--- config.mk ---
export PLATFORM = sky130hd
export DESIGN_NAME = modbus_rtu_register_slave
export DESIGN_NICKNAME = d
export VERILOG_FILES = /design/src/rtl/core/mbrs_pkg.sv /design/src/rtl/core/mbrs_ctrl.sv /design/src/rtl/core/mbrs_dp.sv /design/src/rtl/core/modbus_rtu_register_slave.sv
export VERILOG_INCLUDE_DIRS = /design/src /design/src/rtl/core
export SDC_FILE = /design/constraint.sdc
export NUM_CORES = 2
export LEC_CHECK = 0
export BUFFER_PORTS_ARGS = -buffer_cell sky130_fd_sc_hd__buf_2
export CAP_MARGIN = 5
export CORE_MARGIN = 4
export CORE_UTILIZATION = 28
export CTS_BUF_LIST = sky130_fd_sc_hd__clkbuf_16
export CTS_CLUSTER_SIZE = 28
export DETAILED_ROUTE_END_ITERATION = 16
export REMOVE_ABC_BUFFERS = 1
export SYNTH_ARGS = -nofsm -noshare
export SYNTH_HDL_FRONTEND = slang
export SYNTH_SLANG_ARGS = --single-unit
--- constraint.sdc ---
create_clock -name clk -period 15.7 [get_ports clk]
set_input_delay 2.355 -clock clk [delete_from_list [all_inputs] [get_ports clk]]
set_output_delay 2.355 -clock clk [all_outputs]
set_load 0.05 [all_outputs]
--- src/rtl/core/modbus_rtu_register_slave_defines.svh ---
// ----------------------------------------------------------------------------
// modbus_rtu_register_slave_defines.svh
// Assertion macros used by the modbus slave top level
// ----------------------------------------------------------------------------
`ifndef MODBUS_RTU_REGISTER_SLAVE_DEFINES_SVH
`define MODBUS_RTU_REGISTER_SLAVE_DEFINES_SVH

// same-cycle implication, off during reset
`define MBRS_ASSERT_NOW(lbl, clk, rst_n, ante, cons) \
  lbl: assert property (@(posedge clk) disable iff (!rst_n) (ante) |-> (cons)) \
    else $error("mbrs assertion failed");

// next-cycle implication, off during reset
`define MBRS_ASSERT_NEXT(lbl, clk, rst_n, ante, cons) \
  lbl: assert property (@(posedge clk) disable iff (!rst_n) (ante) |=> (cons)) \
    else $error("mbrs assertion failed");

`endif

--- src/rtl/core/mbrs_pkg.sv ---
// ----------------------------------------------------------------------------
// mbrs_pkg
// Types, constants and control/status bundles of the modbus register slave
// ----------------------------------------------------------------------------
`default_nettype none

package mbrs_pkg;

  localparam int FRAME_BYTES_DEF = 256;
  localparam int REG_WORDS_DEF   = 64;
  localparam int STORE_DEPTH     = 256;
  localparam int STORE_AW        = 8;
  localparam int CFG_IW          = 2;

  localparam logic [15:0] CRC_POLY_REFL = 16'hA001;
  localparam logic [15:0] CRC_INIT      = 16'hFFFF;
  localparam logic [15:0] QTY_MAX       = 16'h007D;
  localparam logic [7:0]  EXC_FLAG      = 8'h80;
  localparam logic [7:0]  EXC_FUNCTION  = 8'h01;
  localparam logic [7:0]  EXC_ADDRESS   = 8'h02;
  localparam logic [7:0]  EXC_VALUE     = 8'h03;
  localparam logic [8:0]  MIN_FRAME     = 9'd4;

  localparam logic [7:0] SLAVE_ADDR_RST = 8'd1;
  localparam logic [6:0] MAP_WORDS_RST  = 7'd64;

  // command codes
  localparam logic [2:0] CMD_RX      = 3'd0;
  localparam logic [2:0] CMD_END     = 3'd1;
  localparam logic [2:0] CMD_FETCH   = 3'd2;
  localparam logic [2:0] CMD_HOST_RD = 3'd3;
  localparam logic [2:0] CMD_HOST_WR = 3'd4;

  // frame status codes
  localparam logic [2:0] ST_NONE       = 3'd0;
  localparam logic [2:0] ST_READY      = 3'd1;
  localparam logic [2:0] ST_BAD_CRC    = 3'd2;
  localparam logic [2:0] ST_OTHER_ADDR = 3'd3;
  localparam logic [2:0] ST_SHORT      = 3'd4;

  // function codes
  localparam logic [7:0] FN_READ_HOLD  = 8'd3;
  localparam logic [7:0] FN_READ_INPUT = 8'd4;
  localparam logic [7:0] FN_WRITE_ONE  = 8'd6;
  localparam logic [7:0] FN_WRITE_MANY = 8'd16;

  // configuration register indexes
  localparam logic [CFG_IW-1:0] CFG_SLAVE_ADDR = 2'd0;
  localparam logic [CFG_IW-1:0] CFG_MAP_WORDS  = 2'd1;

  typedef struct packed {
    logic [2:0]  cmd;
    logic [7:0]  rx_data;
    logic [6:0]  host_index;
    logic [15:0] host_value;
  } in_item_t;

  typedef struct packed {
    logic [2:0]  frame_status;
    logic [7:0]  reply_length;
    logic        tx_valid;
    logic [7:0]  tx_byte;
    logic        tx_last;
    logic [15:0] host_read_value;
  } out_item_t;

  typedef enum logic [1:0] {
    SA_PTR   = 2'd0,
    SA_COUNT = 2'd1,
    SA_POS   = 2'd2
  } store_addr_sel_t;

  typedef enum logic [2:0] {
    WD_RX       = 3'd0,
    WD_EXC_FUNC = 3'd1,
    WD_EXC_CODE = 3'd2,
    WD_QTY2     = 3'd3,
    WD_MAP_HI   = 3'd4,
    WD_MAP_LO   = 3'd5,
    WD_CRC_LO   = 3'd6,
    WD_CRC_HI   = 3'd7
  } store_wd_sel_t;

  typedef enum logic [1:0] {
    PTR_HOLD = 2'd0,
    PTR_INC  = 2'd1,
    PTR_LD   = 2'd2
  } ptr_op_t;

  typedef enum logic [2:0] {
    CRC_HOLD   = 3'd0,
    CRC_SEED   = 3'd1,
    CRC_XOR_RX = 3'd2,
    CRC_XOR_RD = 3'd3,
    CRC_STEP   = 3'd4
  } crc_op_t;

  typedef enum logic [1:0] {
    MW_NONE   = 2'd0,
    MW_HOST   = 2'd1,
    MW_SINGLE = 2'd2,
    MW_MULTI  = 2'd3
  } map_wr_t;

  typedef enum logic [1:0] {
    MR_NONE = 2'd0,
    MR_HOST = 2'd1,
    MR_LOOP = 2'd2
  } map_rd_t;

  typedef enum logic [1:0] {
    LEN_HOLD  = 2'd0,
    LEN_EXC   = 2'd1,
    LEN_WRITE = 2'd2,
    LEN_READ  = 2'd3
  } len_sel_t;

  typedef struct packed {
    logic            accept;
    logic            store_we;
    logic            store_re;
    store_addr_sel_t addr_sel;
    store_wd_sel_t   wd_sel;
    ptr_op_t         ptr_op;
    logic [7:0]      ptr_val;
    crc_op_t         crc_op;
    map_wr_t         map_wr;
    map_rd_t         map_rd;
    len_sel_t        len_sel;
    logic            cnt_inc;
    logic            frame_clr;
    logic            hdr_cap;
    logic            hi_cap;
    logic            i_clr;
    logic            i_inc;
    logic            exc_ld;
    logic [7:0]      exc_code;
    logic            res_clr;
    logic            status_ld;
    logic [2:0]      status;
    logic            res_fetch;
    logic            res_host;
    logic            reply_start;
  } ctrl_cmd_t;

  typedef struct packed {
    logic [2:0] cmd;
    logic       pending;
    logic       rx_room;
    logic       short_frame;
    logic       crc_bad;
    logic       host_in_range;
    logic       addr_match;
    logic [7:0] func;
    logic       qty_bad;
    logic       range_bad;
    logic       single_bad;
    logic       bc_bad;
    logic       hdr_done;
    logic       bit_last;
    logic       loop_last;
    logic       seal_done;
  } dp_stat_t;

endpackage

`default_nettype wire

--- src/rtl/core/mbrs_ctrl.sv ---
// ----------------------------------------------------------------------------
// mbrs_ctrl
// Sequencer of the modbus slave: command dispatch, frame checks, serve steps
// ----------------------------------------------------------------------------
`default_nettype none

module mbrs_ctrl (
  input  wire logic               clk,
  input  wire logic               rst_n,
  input  wire logic               start,
  input  mbrs_pkg::dp_stat_t      stat,
  output mbrs_pkg::ctrl_cmd_t     cmd,
  output logic                    busy,
  output logic                    out_valid
);

  typedef enum logic [23:0] {
    S_IDLE      = 24'h000001,
    S_DISP      = 24'h000002,
    S_CRC_RX    = 24'h000004,
    S_FETCH     = 24'h000008,
    S_HRD       = 24'h000010,
    S_HDR_RD    = 24'h000020,
    S_HDR_CAP   = 24'h000040,
    S_CHECK     = 24'h000080,
    S_EXC1      = 24'h000100,
    S_EXC2      = 24'h000200,
    S_RQ        = 24'h000400,
    S_RMAP      = 24'h000800,
    S_RHI       = 24'h001000,
    S_RLO       = 24'h002000,
    S_WRD       = 24'h004000,
    S_WHI       = 24'h008000,
    S_WLO       = 24'h010000,
    S_SEAL_INIT = 24'h020000,
    S_SEAL_RD   = 24'h040000,
    S_SEAL_LD   = 24'h080000,
    S_SEAL_BIT  = 24'h100000,
    S_SEAL_WLO  = 24'h200000,
    S_SEAL_WHI  = 24'h400000,
    S_DONE      = 24'h800000
  } state_t;

  state_t state_r, state_nxt;

  always_ff @(posedge clk) begin
    if (!rst_n) begin
      state_r <= S_IDLE;
    end else begin
      state_r <= state_nxt;
    end
  end

  assign busy      = (state_r != S_IDLE);
  assign out_valid = (state_r == S_DONE);

  always_comb begin
    logic       go_exc;
    logic [7:0] exc_code;
    cmd       = '0;
    state_nxt = state_r;
    go_exc    = 1'b0;
    exc_code  = mbrs_pkg::EXC_FUNCTION;
    unique case (state_r)
      S_IDLE: begin
        if (start) begin
          cmd.accept = 1'b1;
          state_nxt  = S_DISP;
        end
      end
      S_DISP: begin
        cmd.res_clr = 1'b1;
        state_nxt   = S_DONE;
        case (stat.cmd)
          mbrs_pkg::CMD_RX: begin
            if (!stat.pending && stat.rx_room) begin
              cmd.store_we = 1'b1;
              cmd.addr_sel = mbrs_pkg::SA_COUNT;
              cmd.wd_sel   = mbrs_pkg::WD_RX;
              cmd.cnt_inc  = 1'b1;
              cmd.crc_op   = mbrs_pkg::CRC_XOR_RX;
              state_nxt    = S_CRC_RX;
            end
          end
          mbrs_pkg::CMD_END: begin
            if (!stat.pending) begin
              cmd.frame_clr = 1'b1;
              if (stat.short_frame) begin
                cmd.status_ld = 1'b1;
                cmd.status    = mbrs_pkg::ST_SHORT;
              end else if (stat.crc_bad) begin
                cmd.status_ld = 1'b1;
                cmd.status    = mbrs_pkg::ST_BAD_CRC;
              end else begin
                cmd.ptr_op  = mbrs_pkg::PTR_LD;
                cmd.ptr_val = 8'd0;
                state_nxt   = S_HDR_RD;
              end
            end
          end
          mbrs_pkg::CMD_FETCH: begin
            if (stat.pending) begin
              cmd.store_re = 1'b1;
              cmd.addr_sel = mbrs_pkg::SA_POS;
              state_nxt    = S_FETCH;
            end
          end
          mbrs_pkg::CMD_HOST_RD: begin
            cmd.map_rd = mbrs_pkg::MR_HOST;
            state_nxt  = S_HRD;
          end
          mbrs_pkg::CMD_HOST_WR: begin
            if (stat.host_in_range) begin
              cmd.map_wr = mbrs_pkg::MW_HOST;
            end
          end
          default: begin
            state_nxt = S_DONE;
          end
        endcase
      end
      S_CRC_RX: begin
        cmd.crc_op = mbrs_pkg::CRC_STEP;
        if (stat.bit_last) begin
          state_nxt = S_DONE;
        end
      end
      S_FETCH: begin
        cmd.res_fetch = 1'b1;
        state_nxt     = S_DONE;
      end
      S_HRD: begin
        cmd.res_host = 1'b1;
        state_nxt    = S_DONE;
      end
      S_HDR_RD: begin
        cmd.store_re = 1'b1;
        state_nxt    = S_HDR_CAP;
      end
      S_HDR_CAP: begin
        cmd.hdr_cap = 1'b1;
        if (stat.hdr_done) begin
          state_nxt = S_CHECK;
        end else begin
          cmd.ptr_op = mbrs_pkg::PTR_INC;
          state_nxt  = S_HDR_RD;
        end
      end
      S_CHECK: begin
        if (!stat.addr_match) begin
          cmd.status_ld = 1'b1;
          cmd.status    = mbrs_pkg::ST_OTHER_ADDR;
          state_nxt     = S_DONE;
        end else begin
          case (stat.func) inside
            mbrs_pkg::FN_READ_HOLD, mbrs_pkg::FN_READ_INPUT: begin
              if (stat.qty_bad) begin
                go_exc   = 1'b1;
                exc_code = mbrs_pkg::EXC_VALUE;
              end else if (stat.range_bad) begin
                go_exc   = 1'b1;
                exc_code = mbrs_pkg::EXC_ADDRESS;
              end else begin
                cmd.ptr_op  = mbrs_pkg::PTR_LD;
                cmd.ptr_val = 8'd2;
                cmd.i_clr   = 1'b1;
                state_nxt   = S_RQ;
              end
            end
            mbrs_pkg::FN_WRITE_ONE: begin
              if (stat.single_bad) begin
                go_exc   = 1'b1;
                exc_code = mbrs_pkg::EXC_ADDRESS;
              end else begin
                cmd.map_wr  = mbrs_pkg::MW_SINGLE;
                cmd.len_sel = mbrs_pkg::LEN_WRITE;
                state_nxt   = S_SEAL_INIT;
              end
            end
            mbrs_pkg::FN_WRITE_MANY: begin
              if (stat.qty_bad || stat.bc_bad) begin
                go_exc   = 1'b1;
                exc_code = mbrs_pkg::EXC_VALUE;
              end else if (stat.range_bad) begin
                go_exc   = 1'b1;
                exc_code = mbrs_pkg::EXC_ADDRESS;
              end else begin
                cmd.ptr_op  = mbrs_pkg::PTR_LD;
                cmd.ptr_val = 8'd7;
                cmd.i_clr   = 1'b1;
                state_nxt   = S_WRD;
              end
            end
            default: begin
              go_exc   = 1'b1;
              exc_code = mbrs_pkg::EXC_FUNCTION;
            end
          endcase
          if (go_exc) begin
            cmd.exc_ld   = 1'b1;
            cmd.exc_code = exc_code;
            cmd.ptr_op   = mbrs_pkg::PTR_LD;
            cmd.ptr_val  = 8'd1;
            state_nxt    = S_EXC1;
          end
        end
      end
      S_EXC1: begin
        cmd.store_we = 1'b1;
        cmd.wd_sel   = mbrs_pkg::WD_EXC_FUNC;
        cmd.ptr_op   = mbrs_pkg::PTR_INC;
        state_nxt    = S_EXC2;
      end
      S_EXC2: begin
        cmd.store_we = 1'b1;
        cmd.wd_sel   = mbrs_pkg::WD_EXC_CODE;
        cmd.len_sel  = mbrs_pkg::LEN_EXC;
        state_nxt    = S_SEAL_INIT;
      end
      S_RQ: begin
        cmd.store_we = 1'b1;
        cmd.wd_sel   = mbrs_pkg::WD_QTY2;
        cmd.ptr_op   = mbrs_pkg::PTR_INC;
        state_nxt    = S_RMAP;
      end
      S_RMAP: begin
        cmd.map_rd = mbrs_pkg::MR_LOOP;
        state_nxt  = S_RHI;
      end
      S_RHI: begin
        cmd.store_we = 1'b1;
        cmd.wd_sel   = mbrs_pkg::WD_MAP_HI;
        cmd.ptr_op   = mbrs_pkg::PTR_INC;
        state_nxt    = S_RLO;
      end
      S_RLO: begin
        cmd.store_we = 1'b1;
        cmd.wd_sel   = mbrs_pkg::WD_MAP_LO;
        cmd.ptr_op   = mbrs_pkg::PTR_INC;
        cmd.i_inc    = 1'b1;
        if (stat.loop_last) begin
          cmd.len_sel = mbrs_pkg::LEN_READ;
          state_nxt   = S_SEAL_INIT;
        end else begin
          state_nxt = S_RMAP;
        end
      end
      S_WRD: begin
        cmd.store_re = 1'b1;
        cmd.ptr_op   = mbrs_pkg::PTR_INC;
        state_nxt    = S_WHI;
      end
      S_WHI: begin
        cmd.hi_cap   = 1'b1;
        cmd.store_re = 1'b1;
        cmd.ptr_op   = mbrs_pkg::PTR_INC;
        state_nxt    = S_WLO;
      end
      S_WLO: begin
        cmd.map_wr = mbrs_pkg::MW_MULTI;
        cmd.i_inc  = 1'b1;
        if (stat.loop_last) begin
          cmd.len_sel = mbrs_pkg::LEN_WRITE;
          state_nxt   = S_SEAL_INIT;
        end else begin
          state_nxt = S_WRD;
        end
      end
      S_SEAL_INIT: begin
        cmd.crc_op  = mbrs_pkg::CRC_SEED;
        cmd.ptr_op  = mbrs_pkg::PTR_LD;
        cmd.ptr_val = 8'd0;
        state_nxt   = S_SEAL_RD;
      end
      S_SEAL_RD: begin
        cmd.store_re = 1'b1;
        state_nxt    = S_SEAL_LD;
      end
      S_SEAL_LD: begin
        cmd.crc_op = mbrs_pkg::CRC_XOR_RD;
        cmd.ptr_op = mbrs_pkg::PTR_INC;
        state_nxt  = S_SEAL_BIT;
      end
      S_SEAL_BIT: begin
        cmd.crc_op = mbrs_pkg::CRC_STEP;
        if (stat.bit_last) begin
          state_nxt = stat.seal_done ? S_SEAL_WLO : S_SEAL_RD;
        end
      end
      S_SEAL_WLO: begin
        cmd.store_we = 1'b1;
        cmd.wd_sel   = mbrs_pkg::WD_CRC_LO;
        cmd.ptr_op   = mbrs_pkg::PTR_INC;
        state_nxt    = S_SEAL_WHI;
      end
      S_SEAL_WHI: begin
        cmd.store_we    = 1'b1;
        cmd.wd_sel      = mbrs_pkg::WD_CRC_HI;
        cmd.crc_op      = mbrs_pkg::CRC_SEED;
        cmd.reply_start = 1'b1;
        state_nxt       = S_DONE;
      end
      S_DONE: begin
        state_nxt = S_IDLE;
      end
      default: begin
        state_nxt = S_IDLE;
      end
    endcase
  end

endmodule

`default_nettype wire

--- src/rtl/core/mbrs_dp.sv ---
// ----------------------------------------------------------------------------
// mbrs_dp
// Datapath: frame store, register map, bitwise crc, header and reply counters
// ----------------------------------------------------------------------------
`default_nettype none

module mbrs_dp #(
  parameter int FRAME_BYTES = mbrs_pkg::FRAME_BYTES_DEF,
  parameter int REG_WORDS   = mbrs_pkg::REG_WORDS_DEF
) (
  input  wire logic                          clk,
  input  wire logic                          rst_n,
  input  mbrs_pkg::in_item_t                 in_data,
  input  wire logic                          cfg_valid,
  input  wire logic [mbrs_pkg::CFG_IW-1:0]   cfg_index,
  input  wire logic [7:0]                    cfg_data,
  input  mbrs_pkg::ctrl_cmd_t                cmd,
  output mbrs_pkg::dp_stat_t                 stat,
  output mbrs_pkg::out_item_t                out_data
);

  localparam int         MAP_AW    = (REG_WORDS > 1) ? $clog2(REG_WORDS) : 1;
  localparam logic [6:0] REG_LIM   = 7'(REG_WORDS);
  localparam logic [8:0] FRAME_LIM = 9'(FRAME_BYTES);

  mbrs_pkg::in_item_t  in_r;
  mbrs_pkg::out_item_t res_r, res_nxt;

  logic [7:0]  slave_r;
  logic [6:0]  mapw_r;
  logic [8:0]  count_r, count_nxt;
  logic [15:0] crc_r, crc_nxt;
  logic [2:0]  bit_r, bit_nxt;
  logic        pending_r, pending_nxt;
  logic [7:0]  total_r, total_nxt;
  logic [7:0]  pos_r, pos_nxt;
  logic [7:0]  ptr_r;
  logic [7:0]  len_r;
  logic [6:0]  i_r;
  logic [7:0]  exc_r;
  logic [7:0]  b0_r, func_r, b6_r, hi_r;
  logic [15:0] addr_r, qty_r;

  logic [7:0]  store_mem [mbrs_pkg::STORE_DEPTH];
  logic [7:0]  rd_q;
  logic [mbrs_pkg::STORE_AW-1:0] sa;
  logic [7:0]  wd;

  logic [15:0]          map_mem [REG_WORDS];
  logic [REG_WORDS-1:0] map_valid_r;
  logic [15:0]          map_q;
  logic                 map_vq;
  logic [15:0]          map_val;
  logic [MAP_AW-1:0]    map_wa, map_ra;
  logic [15:0]          map_wd;
  logic [7:0]           loop_idx;

  logic [6:0]  mw;
  logic        host_in_range;
  logic        fetch_last;
  logic [7:0]  reply_len;
  logic        frame_wipe;

  // ---- derived checks
  assign mw            = (mapw_r > REG_LIM) ? REG_LIM : mapw_r;
  assign host_in_range = (in_r.host_index < REG_LIM);
  assign fetch_last    = (({1'b0, pos_r} + 9'd1) >= {1'b0, total_r});
  assign reply_len     = len_r + 8'd2;
  assign loop_idx      = addr_r[7:0] + {1'b0, i_r};
  assign map_val       = map_vq ? map_q : 16'd0;
  assign frame_wipe    = cmd.frame_clr || (cmd.res_fetch && fetch_last);

  always_comb begin
    stat               = '0;
    stat.cmd           = in_r.cmd;
    stat.pending       = pending_r;
    stat.rx_room       = (count_r < FRAME_LIM);
    stat.short_frame   = (count_r < mbrs_pkg::MIN_FRAME);
    stat.crc_bad       = (crc_r != 16'd0);
    stat.host_in_range = host_in_range;
    stat.addr_match    = (b0_r == slave_r);
    stat.func          = func_r;
    stat.qty_bad       = (qty_r == 16'd0) || (qty_r > mbrs_pkg::QTY_MAX);
    stat.single_bad    = (addr_r >= {9'd0, mw});
    stat.range_bad     = (addr_r >= {9'd0, mw}) ||
                         (({1'b0, addr_r} + {1'b0, qty_r}) > {10'd0, mw});
    stat.bc_bad        = ({9'd0, b6_r} != {qty_r, 1'b0});
    stat.hdr_done      = (ptr_r == 8'd6);
    stat.bit_last      = (bit_r == 3'd7);
    stat.loop_last     = (({9'd0, i_r} + 16'd1) == qty_r);
    stat.seal_done     = (ptr_r == len_r);
  end

  // ---- frame store
  always_comb begin
    case (cmd.addr_sel)
      mbrs_pkg::SA_COUNT: sa = count_r[mbrs_pkg::STORE_AW-1:0];
      mbrs_pkg::SA_POS:   sa = pos_r;
      default:            sa = ptr_r;
    endcase
    case (cmd.wd_sel)
      mbrs_pkg::WD_RX:       wd = in_r.rx_data;
      mbrs_pkg::WD_EXC_FUNC: wd = func_r + mbrs_pkg::EXC_FLAG;
      mbrs_pkg::WD_EXC_CODE: wd = exc_r;
      mbrs_pkg::WD_QTY2:     wd = {qty_r[6:0], 1'b0};
      mbrs_pkg::WD_MAP_HI:   wd = map_val[15:8];
      mbrs_pkg::WD_MAP_LO:   wd = map_val[7:0];
      mbrs_pkg::WD_CRC_LO:   wd = crc_r[7:0];
      default:               wd = crc_r[15:8];
    endcase
  end

  always_ff @(posedge clk) begin
    if (cmd.store_we) begin
      store_mem[sa] <= wd;
    end
    if (cmd.store_re) begin
      rd_q <= store_mem[sa];
    end
  end

  // ---- register map, valid bit per word stands for the zero reset
  always_comb begin
    case (cmd.map_wr)
      mbrs_pkg::MW_HOST: begin
        map_wa = in_r.host_index[MAP_AW-1:0];
        map_wd = in_r.host_value;
      end
      mbrs_pkg::MW_SINGLE: begin
        map_wa = addr_r[MAP_AW-1:0];
        map_wd = qty_r;
      end
      default: begin
        map_wa = loop_idx[MAP_AW-1:0];
        map_wd = {hi_r, rd_q};
      end
    endcase
    if (cmd.map_rd == mbrs_pkg::MR_HOST) begin
      map_ra = host_in_range ? in_r.host_index[MAP_AW-1:0] : '0;
    end else begin
      map_ra = loop_idx[MAP_AW-1:0];
    end
  end

  always_ff @(posedge clk) begin
    if (cmd.map_wr != mbrs_pkg::MW_NONE) begin
      map_mem[map_wa] <= map_wd;
    end
    if (cmd.map_rd != mbrs_pkg::MR_NONE) begin
      map_q  <= map_mem[map_ra];
      map_vq <= map_valid_r[map_ra];
    end
  end

  always_ff @(posedge clk) begin
    if (!rst_n) begin
      map_valid_r <= '0;
    end else if (cmd.map_wr != mbrs_pkg::MW_NONE) begin
      map_valid_r[map_wa] <= 1'b1;
    end
  end

  // ---- crc, frame count, reply pointers
  always_comb begin
    crc_nxt     = crc_r;
    bit_nxt     = bit_r;
    count_nxt   = count_r;
    pending_nxt = pending_r;
    total_nxt   = total_r;
    pos_nxt     = pos_r;
    if (frame_wipe) begin
      crc_nxt   = mbrs_pkg::CRC_INIT;
      count_nxt = 9'd0;
    end else if (cmd.cnt_inc) begin
      count_nxt = count_r + 9'd1;
    end
    case (cmd.crc_op)
      mbrs_pkg::CRC_SEED:   crc_nxt = mbrs_pkg::CRC_INIT;
      mbrs_pkg::CRC_XOR_RX: begin
        crc_nxt = crc_r ^ {8'd0, in_r.rx_data};
        bit_nxt = 3'd0;
      end
      mbrs_pkg::CRC_XOR_RD: begin
        crc_nxt = crc_r ^ {8'd0, rd_q};
        bit_nxt = 3'd0;
      end
      mbrs_pkg::CRC_STEP: begin
        crc_nxt = crc_r[0] ? ((crc_r >> 1) ^ mbrs_pkg::CRC_POLY_REFL) : (crc_r >> 1);
        bit_nxt = bit_r + 3'd1;
      end
      default: ;
    endcase
    if (cmd.reply_start) begin
      pending_nxt = 1'b1;
      total_nxt   = reply_len;
      pos_nxt     = 8'd0;
    end else if (cmd.res_fetch) begin
      if (fetch_last) begin
        pending_nxt = 1'b0;
        pos_nxt     = 8'd0;
      end else begin
        pos_nxt = pos_r + 8'd1;
      end
    end
  end

  always_ff @(posedge clk) begin
    if (!rst_n) begin
      crc_r     <= mbrs_pkg::CRC_INIT;
      bit_r     <= 3'd0;
      count_r   <= 9'd0;
      pending_r <= 1'b0;
      total_r   <= 8'd0;
      pos_r     <= 8'd0;
      slave_r   <= mbrs_pkg::SLAVE_ADDR_RST;
      mapw_r    <= mbrs_pkg::MAP_WORDS_RST;
    end else begin
      crc_r     <= crc_nxt;
      bit_r     <= bit_nxt;
      count_r   <= count_nxt;
      pending_r <= pending_nxt;
      total_r   <= total_nxt;
      pos_r     <= pos_nxt;
      if (cfg_valid) begin
        case (cfg_index)
          mbrs_pkg::CFG_SLAVE_ADDR: slave_r <= cfg_data;
          mbrs_pkg::CFG_MAP_WORDS:  mapw_r  <= cfg_data[6:0];
          default: ;
        endcase
      end
    end
  end

  // ---- working registers of the serve sequence
  always_ff @(posedge clk) begin
    if (cmd.accept) begin
      in_r <= in_data;
    end
    case (cmd.ptr_op)
      mbrs_pkg::PTR_INC: ptr_r <= ptr_r + 8'd1;
      mbrs_pkg::PTR_LD:  ptr_r <= cmd.ptr_val;
      default: ;
    endcase
    case (cmd.len_sel)
      mbrs_pkg::LEN_EXC:   len_r <= 8'd3;
      mbrs_pkg::LEN_WRITE: len_r <= 8'd6;
      mbrs_pkg::LEN_READ:  len_r <= {qty_r[6:0], 1'b0} + 8'd3;
      default: ;
    endcase
    if (cmd.i_clr) begin
      i_r <= 7'd0;
    end else if (cmd.i_inc) begin
      i_r <= i_r + 7'd1;
    end
    if (cmd.exc_ld) begin
      exc_r <= cmd.exc_code;
    end
    if (cmd.hi_cap) begin
      hi_r <= rd_q;
    end
    if (cmd.hdr_cap) begin
      case (ptr_r[2:0])
        3'd0:    b0_r          <= rd_q;
        3'd1:    func_r        <= rd_q;
        3'd2:    addr_r[15:8]  <= rd_q;
        3'd3:    addr_r[7:0]   <= rd_q;
        3'd4:    qty_r[15:8]   <= rd_q;
        3'd5:    qty_r[7:0]    <= rd_q;
        3'd6:    b6_r          <= rd_q;
        default: ;
      endcase
    end
    res_r <= res_nxt;
  end

  // ---- result register
  always_comb begin
    res_nxt = res_r;
    if (cmd.res_clr) begin
      res_nxt = '0;
    end
    if (cmd.status_ld) begin
      res_nxt.frame_status = cmd.status;
    end
    if (cmd.reply_start) begin
      res_nxt.frame_status = mbrs_pkg::ST_READY;
      res_nxt.reply_length = reply_len;
    end
    if (cmd.res_fetch) begin
      res_nxt.tx_valid = 1'b1;
      res_nxt.tx_byte  = rd_q;
      res_nxt.tx_last  = fetch_last;
    end
    if (cmd.res_host) begin
      res_nxt.host_read_value = host_in_range ? map_val : 16'd0;
    end
  end

  assign out_data = res_r;

endmodule

`default_nettype wire

--- src/rtl/core/modbus_rtu_register_slave.sv ---
// ----------------------------------------------------------------------------
// modbus_rtu_register_slave
// Modbus RTU slave serving a 16-bit register map (functions 3, 4, 6, 16)
//
// channel   ports                          transfer
// input     start, busy, in_data           start high while busy low
// result    out_valid, out_data            one-cycle strobe, no back-pressure
// config    cfg_valid, cfg_ready, cfg_*    cfg_valid and cfg_ready high
//
// every command gives exactly one result; the block takes one command at a time
// rx byte: a stored byte runs through the 8-step bitwise crc before its result
// fetch, host read: a read step first; host write, ignored: straight to result
// frame end: longest for the longest read reply, set by the header reads,
// the one-word register copy loop and the bitwise crc over each reply byte
// synchronous reset clears the frame state and the register map at once
// ----------------------------------------------------------------------------
`default_nettype none

module modbus_rtu_register_slave #(
  parameter int FRAME_BYTES = mbrs_pkg::FRAME_BYTES_DEF,
  parameter int REG_WORDS   = mbrs_pkg::REG_WORDS_DEF
) (
  input  wire logic                         clk,
  input  wire logic                         rst_n,
  input  wire logic                         start,
  output logic                              busy,
  input  mbrs_pkg::in_item_t                in_data,
  output logic                              out_valid,
  output mbrs_pkg::out_item_t               out_data,
  input  wire logic                         cfg_valid,
  output logic                              cfg_ready,
  input  wire logic [mbrs_pkg::CFG_IW-1:0]  cfg_index,
  input  wire logic [7:0]                   cfg_data
);

`include "modbus_rtu_register_slave_defines.svh"

  mbrs_pkg::ctrl_cmd_t ctrl_cmd;
  mbrs_pkg::dp_stat_t  dp_stat;

  assign cfg_ready = 1'b1;

  mbrs_ctrl u_ctrl (
    .clk       (clk),
    .rst_n     (rst_n),
    .start     (start),
    .stat      (dp_stat),
    .cmd       (ctrl_cmd),
    .busy      (busy),
    .out_valid (out_valid)
  );

  mbrs_dp #(
    .FRAME_BYTES (FRAME_BYTES),
    .REG_WORDS   (REG_WORDS)
  ) u_dp (
    .clk       (clk),
    .rst_n     (rst_n),
    .in_data   (in_data),
    .cfg_valid (cfg_valid),
    .cfg_index (cfg_index),
    .cfg_data  (cfg_data),
    .cmd       (ctrl_cmd),
    .stat      (dp_stat),
    .out_data  (out_data)
  );

  // accepted command keeps the block busy until its result
  `MBRS_ASSERT_NEXT(a_accept_busy, clk, rst_n, start && !busy, busy)
  // after each result the block is ready again
  `MBRS_ASSERT_NEXT(a_result_idle, clk, rst_n, out_valid, !busy && !out_valid)
  // last-byte flag only rides on a real reply byte
  `MBRS_ASSERT_NOW(a_last_valid, clk, rst_n, out_valid && out_data.tx_last, out_data.tx_valid)
  // a prepared reply always carries at least address, function and crc
  `MBRS_ASSERT_NOW(a_reply_len, clk, rst_n, out_valid && (out_data.frame_status == mbrs_pkg::ST_READY), out_data.reply_length >= 8'd5)

endmodule

`default_nettype wire

# Word-level counts from Yosys, hierarchy flattened
# Memory sizes are Yosys's and may differ from the RTL's. A register that Yosys moved wholly into a read port is not among the register bits.
# Index checks and enable logic that the tools add are counted.
[word_totals]
latch_bits = 0
mem_bits_rw = 3072
register_bits = 315
output_inout_bits = 40
mem_count = 2
rom_bits = 0
[op_classes]
mul = 0
magnitude_cmp = 11
addsub = 12
n_div = 0
reduce_logical = 49
shifts = 0
muxes = 143
bitwise_logic = 5
n_eq_ne = 75
[memory_table]
columns = ["name", "words", "word_bits", "rd", "rd_clocked_by_memory_dff", "write_ports", "line_no", "rtl"]
rows = [
  ["u_dp.store_mem", 256, 8, 1, 1, 1, "mbrs_dp.sv:44", "logic [7:0] store_mem [mbrs_pkg::STORE_DEPTH];"],
  ["u_dp.map_mem", 64, 16, 1, 1, 1, "mbrs_dp.sv:49", "logic [15:0] map_mem [REG_WORDS];"],
]
[op_table]
columns = ["op", "count"]
rows = [
  ["$pmux 24 s21", 1],
  ["$mux 24", 18],
  ["$mux 10", 13],
  ["$pmux 24 s4", 1],
  ["$mux 16", 5],
  ["$or 64x64->64", 1],
  ["$pmux 16 s4", 1],
  ["$mux 8", 7],
  ["$pmux 8 s7", 1],
  ["$pmux 8 s2", 3],
  ["$mux 1", 43],
  ["$mux 37", 1],
  ["$mux 18", 2],
  ["$mux 9", 4],
  ["$pmux 16 s2", 1],
  ["$xor 16x8->16", 2],
  ["$eq 3x3->1 const B", 9],
  ["$mux 2", 13],
  ["$eq 24x1->1 const B", 1],
  ["$eq 24x10->1 const B", 1],
  ["$eq 24x11->1 const B", 1],
  ["$eq 24x12->1 const B", 1],
  ["$eq 24x13->1 const B", 1],
  ["$eq 24x14->1 const B", 1],
  ["90 further kinds", 163],
]

# Longest topological paths before layout
[depth]
word_depth = 16
mapped_depth = 24
depth_no_buf = 18

# By module
# From an unflattened synthesis, not the netlist that was laid out.
[hier_totals]
hier_cells = 9729
hier_area_um2 = 140723.7
[modules_own_cells]
columns = ["mod", "instances", "cells_per_inst", "area_each_um2"]
rows = [
  ["mbrs_dp", 1, 9476, 138831.9],
  ["mbrs_ctrl", 1, 251, 1880.6],
  ["modbus_rtu_register_slave", 1, 2, 11.3],
]

# Least setup slack after synthesis
# Ideal clock, no wire load.
[synth_path]
path_type = "register -> register"
start = "register u_ctrl.state_r[9]"
end = "memory u_dp.store_mem[0][0] (data pin)"
n_path_buf = 2
setup_ns = 1.730
arrival_ns = 9.833
t_required_ns = 13.970
slack_ns = 4.138
path_stages_with_launch = 10
synth_period_minus_slack_ns = 11.562
cell_sequence = "dfxtp_1 buf_2 nor4_2 nand4_2 nor4_1 and3b_1 clkbuf_1 a22o_1 a221oi_1 a31oi_1"
[synth_between]
elab_chain_len = 4
[synth_lines]
columns = ["item", "line_no", "rtl"]
rows = [
  ["from (decl)", "mbrs_ctrl.sv:44", "state_t state_r, state_nxt;"],
  ["from (signal assigned)", "mbrs_ctrl.sv:50", "state_r <= state_nxt;"],
  ["$eq 24x23->1, or another cell as far along", "mbrs_ctrl.sv:64", "unique case (state_r)"],
  ["$pmux 3 s8 (*)", "mbrs_ctrl.sv:64", ""],
  ["$eq 3x3->1, or another cell as far along", "mbrs_dp.sv:101", "case (cmd.wd_sel)"],
  ["$pmux 8 s7 (*)", "mbrs_dp.sv:101", ""],
  ["via u_dp.wd[0]", "mbrs_dp.sv:47", "logic [7:0] wd;"],
  ["to (decl)", "mbrs_dp.sv:44", ""],
]
# The timed path passes the listed nets; every way through them passes the cells marked *.

# Worst setup path after layout
[layout_path]
start = "register u_ctrl.state_r[8]"
end = "memory u_dp.store_mem[23][6], enable pin"
[layout_between]
elab_chain_len = 5
[layout_lines]
columns = ["item", "line_no", "rtl"]
rows = [
  ["$eq 24x9->1, or another cell as far along", "mbrs_ctrl.sv:64", ""],
  ["$reduce_or 7->1 (no source line)", "n/a", ""],
  ["$pmux 1 s2", "mbrs_ctrl.sv:64", ""],
  ["$mux 1", "mbrs_dp.sv:114", "if (cmd.store_we) begin"],
  ["$mux 1 (not written as such)", "mbrs_dp.sv:115", "store_mem[sa] <= wd;"],
]
# Several ways; a longest one is shown, not always the timed one.

==> key figures <==
Run status
  • Status: finished, violations left
  • Violated checks: max-slew violations

Hold path
  • Worst hold stages: 1
  • Hold Crit Class: register to register
  • Hold EP: u_dp.map_valid_r[16]$_SDFFE_PN0N_
  • Hold Startpoint: u_dp.map_valid_r[16]$_SDFFE_PN0N_

Cells and area
  • Synth-to-Final Area Change: 14.60%
  • Nets: 9739
  • Fillers: 47160
  • Final Util: 0.3220
  • Share of layout cells above drive strength 1: 0.1268

Global routing
  • Initial antenna violation count: 37
  • Vias in the first global route: 80460
  • First-pass GRT wire length: 612700 microns
  • Grt ovf: 0
  • Total GRT Usage: 0.1670
  • Largest net degree at the start of global routing: 240

Worst setup path
  • Crit path buf inv count: 3
  • CP required: 16.27 ns
  • Data arrival, critical path: 9.16 ns
  • R2r setup slk: 7.10 ns
  • Startpoint Class: register
  • Max incr delay on CP: 1.24 ns
  • Crit path kind: register to register
  • Critical-path cell list: nor4_2, and4_1, and3_1, and2_1, and3_1, ha_1, a221o_2, buf_4, and2_4, buf_12, buf_12, nand3_2, nor2_1
  • Crit-path slowest cell: nand3_2
  • Reg-to-Reg Start: u_ctrl.state_r[8]$_SDFFE_PN0P_
  • Crit end category: register
  • Crit Reg-Reg Endpoint: u_dp.store_mem[23][6]$_DFFE_PP_
  • Family with the most delay on the worst path: simple AND/OR/NAND/NOR gates
  • CP Max Fanout: 132
  • Worst r2r path cells: 13

Timing
  • Fin Setup TNS: 0 ns
  • Hold Slack: 0.4637 ns
  • Clock Skews: 0.1419 ns
  • Worst Max-Slew Pin Slew: 1.534 ns
  • Worst setup margin: 7.104 ns
  • Crit path time final: 8.596 ns
  • Final Hold Viols: 0
  • RSZ-0062 raised after global routing: no
  • Worst slew margin: -0.02292
  • F_max: 116.3 MHz
  • Max-slew violations: 40
  • Period utilization: 0.5475
  • Setup violators final: 0

CTS
  • CTS H-Tree Depth: 5
  • CTS Buffer Depth: 4
  • Setup repair bufs after CTS: 0
  • Inserted Clock Buffers: 342
  • Clock sinks: 3405
  • Clock root cell: clkbuf_16
  • Cts repair resizes: 0
  • Clock Latency Late Sink: 1.00 ns
  • CTS clk-pin slew, worst paths: 0.07 ns
  • CTS tree: yes
  • CTS Hold Bufs: 0

Synth
  • FF+latch count, synth: 3405
  • Post-synthesis cell area: 136600 sq um
  • Mean Syn Cell Area: 14.38 sq um
  • Number of flops mapped to enable cells by yosys: 3246
  • Ys flop type: edfxtp_1
  • Yosys cell types: 91
  • Asr flop ratio synth: 0
  • Yosys warns: 0
  • Top-count cell post-synth: edfxtp_1
  • Top cells by count, synth: edfxtp_1 (3246), nand2_1 (2025), nand3_1 (616), nor2_1 (514), a21oi_1 (371)
  • Post-Synthesis Cells: 9503
  • Synth area leaders: edfxtp_1 (71%), nand2_1 (5.6%), mux4_2 (4.6%)
  • Cell taking the most area after synthesis: edfxtp_1
  • Sequential cell area fraction in the yosys report: 0.7368
  • Synth top area share: 0.7135

Floorplan
  • IO Count: 88
  • Die X: 706.5 microns
  • Height of the die: 706.5 microns
  • Row count: 256
  • Core area: 486200 sq um
  • Die outline area: 499100 sq um
  • Starting Density: 0.2810

Routing
  • Routed WL: 434200 microns
  • Post-DRT Antenna Nets: 0
  • Vias: 85480
  • Via density: 5.223
  • Wire length per cell: 26.53 microns
  • 1st-pass router iterations: 8
  • DRC viols: 0
  • Initial drt markers: 11690

Placement
  • Detailed placement HPWL: 262100 microns
  • Pre-CTS setup slack: 7.359 ns
  • Port bufs: 86
  • Routability cong.: 0.8917

Power
  • Maximum vdd drop: 0.0001027 V
  • Leakage power: 50.79 nW
  • PwrDens: 117.5 nW/um^2
  • Power consumption: 0.01839 W

Run
  • Max_cap viols: 0
per-stage QoR:
step	cells	instance area [sq um]
after CTS	16360	156500
after global placement	15730	145500
after floorplan	8926	134100
after detailed placement	15730	145500
final	16370	156600
after global routing	16360	156500
cells in the final DEF (no fill, tap or decap), types with 41 or more instances in the layout:
| cell | netlist | layout |
|---|---|---|
| nand3_1 | 616 | 600 |
| o21ai_0 | 86 | 68 |
| buf_2 | 148 | 85 |
| and2_1 | 44 | 42 |
| buf_4 | 39 | 255 |
| nand4_1 | 142 | 142 |
| nor2b_1 | 43 | 43 |
| edfxtp_1 | 3246 | 3246 |
| a21oi_1 | 371 | 371 |
| ha_1 | 65 | 64 |
| nor2_1 | 514 | 470 |
| mux2i_1 | 120 | 118 |
| dfxtp_1 | 159 | 159 |
| a22oi_1 | 88 | 88 |
| a211oi_1 | 41 | 41 |
| and3_1 | 95 | 95 |
| clkinv_2 | 0 | 45 |
| clkbuf_16 | 0 | 343 |
| nor4_1 | 100 | 98 |
| nor3_1 | 59 | 56 |
| xor2_1 | 56 | 56 |
| a31oi_1 | 169 | 160 |
| a32oi_1 | 41 | 41 |
| mux4_2 | 277 | 277 |
| nand2_1 | 2025 | 2022 |
| o21a_1 | 82 | 81 |
| clkinv_1 | 0 | 75 |
| inv_1 | 53 | 140 |
state kept, by name, summed over array words and instances, names as in the netlist, 9 cells and up:
signal            count
u_ctrl.state_r       24
u_dp.addr_r          16
u_dp.count_r          9
u_dp.crc_r           16
u_dp.in_r            31
u_dp.map_mem       1024
u_dp.map_q           16
u_dp.map_valid_r     64
u_dp.out_data        37
u_dp.qty_r           16
u_dp.store_mem     2048
power breakdown:
part | internal (W) | leakage [nW] | switching (W) | total, W
sequential | 0.00996 | 30.5 | 0.0000143 | 0.00998
combinational | 0.0000568 | 14.7 | 0.000287 | 0.000344
clock | 0.00448 | 5.65 | 0.00359 | 0.00807
total | 0.0145 | 50.8 | 0.00389 | 0.0184
layout make-up:
type | instances | area, sq um | share of cell area
Sequential cell | 3405 | 100700 | 0.6429
Multi-Input combinational cell | 5468 | 34000 | 0.2172
Clock buffer | 343 | 8583 | 0.05482
Tap cell | 6450 | 8070 | 0.05155
Timing Repair Buffer | 354 | 2620 | 0.01673
Clock inverter | 282 | 2404 | 0.01535
Inverter | 53 | 198.9 | 0.001271
Antenna cell | 11 | 27.53 | 0.0001758
worst max-delay path by stage:
stage | cells after the start | endpoint | start | slack (ns)
after floorplan | 10 | u_dp.store_mem[102][0]$_DFFE_PP_ | u_ctrl.state_r[12]$_SDFFE_PN0P_ | -6.74
after global placement | 13 | u_dp.store_mem[23][2]$_DFFE_PP_ | u_ctrl.state_r[20]$_SDFFE_PN0P_ | 7.57
after detailed placement | 13 | u_dp.store_mem[198][4]$_DFFE_PP_ | u_ctrl.state_r[20]$_SDFFE_PN0P_ | 7.36
after CTS | 13 | u_dp.store_mem[70][3]$_DFFE_PP_ | u_ctrl.state_r[8]$_SDFFE_PN0P_ | 7.35
after global routing | 13 | u_dp.store_mem[70][3]$_DFFE_PP_ | u_ctrl.state_r[8]$_SDFFE_PN0P_ | 7.00
final | 13 | u_dp.store_mem[23][6]$_DFFE_PP_ | u_ctrl.state_r[8]$_SDFFE_PN0P_ | 7.10
per-layer routing:
layer  up-vias  global-route usage  part of all wire
li1      36220                   -                 -
met1     43530              0.2321              0.40
met2      4874              0.2564              0.45
met3       835             0.03557              0.10
met4        22             0.06232             0.043
met5         -                   0           0.00032
cells by family (layout without fill, tap and decap cells):
family,after synthesis,in the layout,synth area share
AND/OR/NAND/NOR,3774,3774,0.1218
flip-flops,3405,3405,0.7368
AO/OA/AOI/OAI,1135,1135,0.05464
buffers and inverters,630,1032,0.01991
multiplexers,401,401,0.05479
XOR/XNOR,90,90,0.005770
adder cells (fa/ha/maj),67,67,0.006246
other,1,12,0.00002745
(Power assumes the default switching activity.)
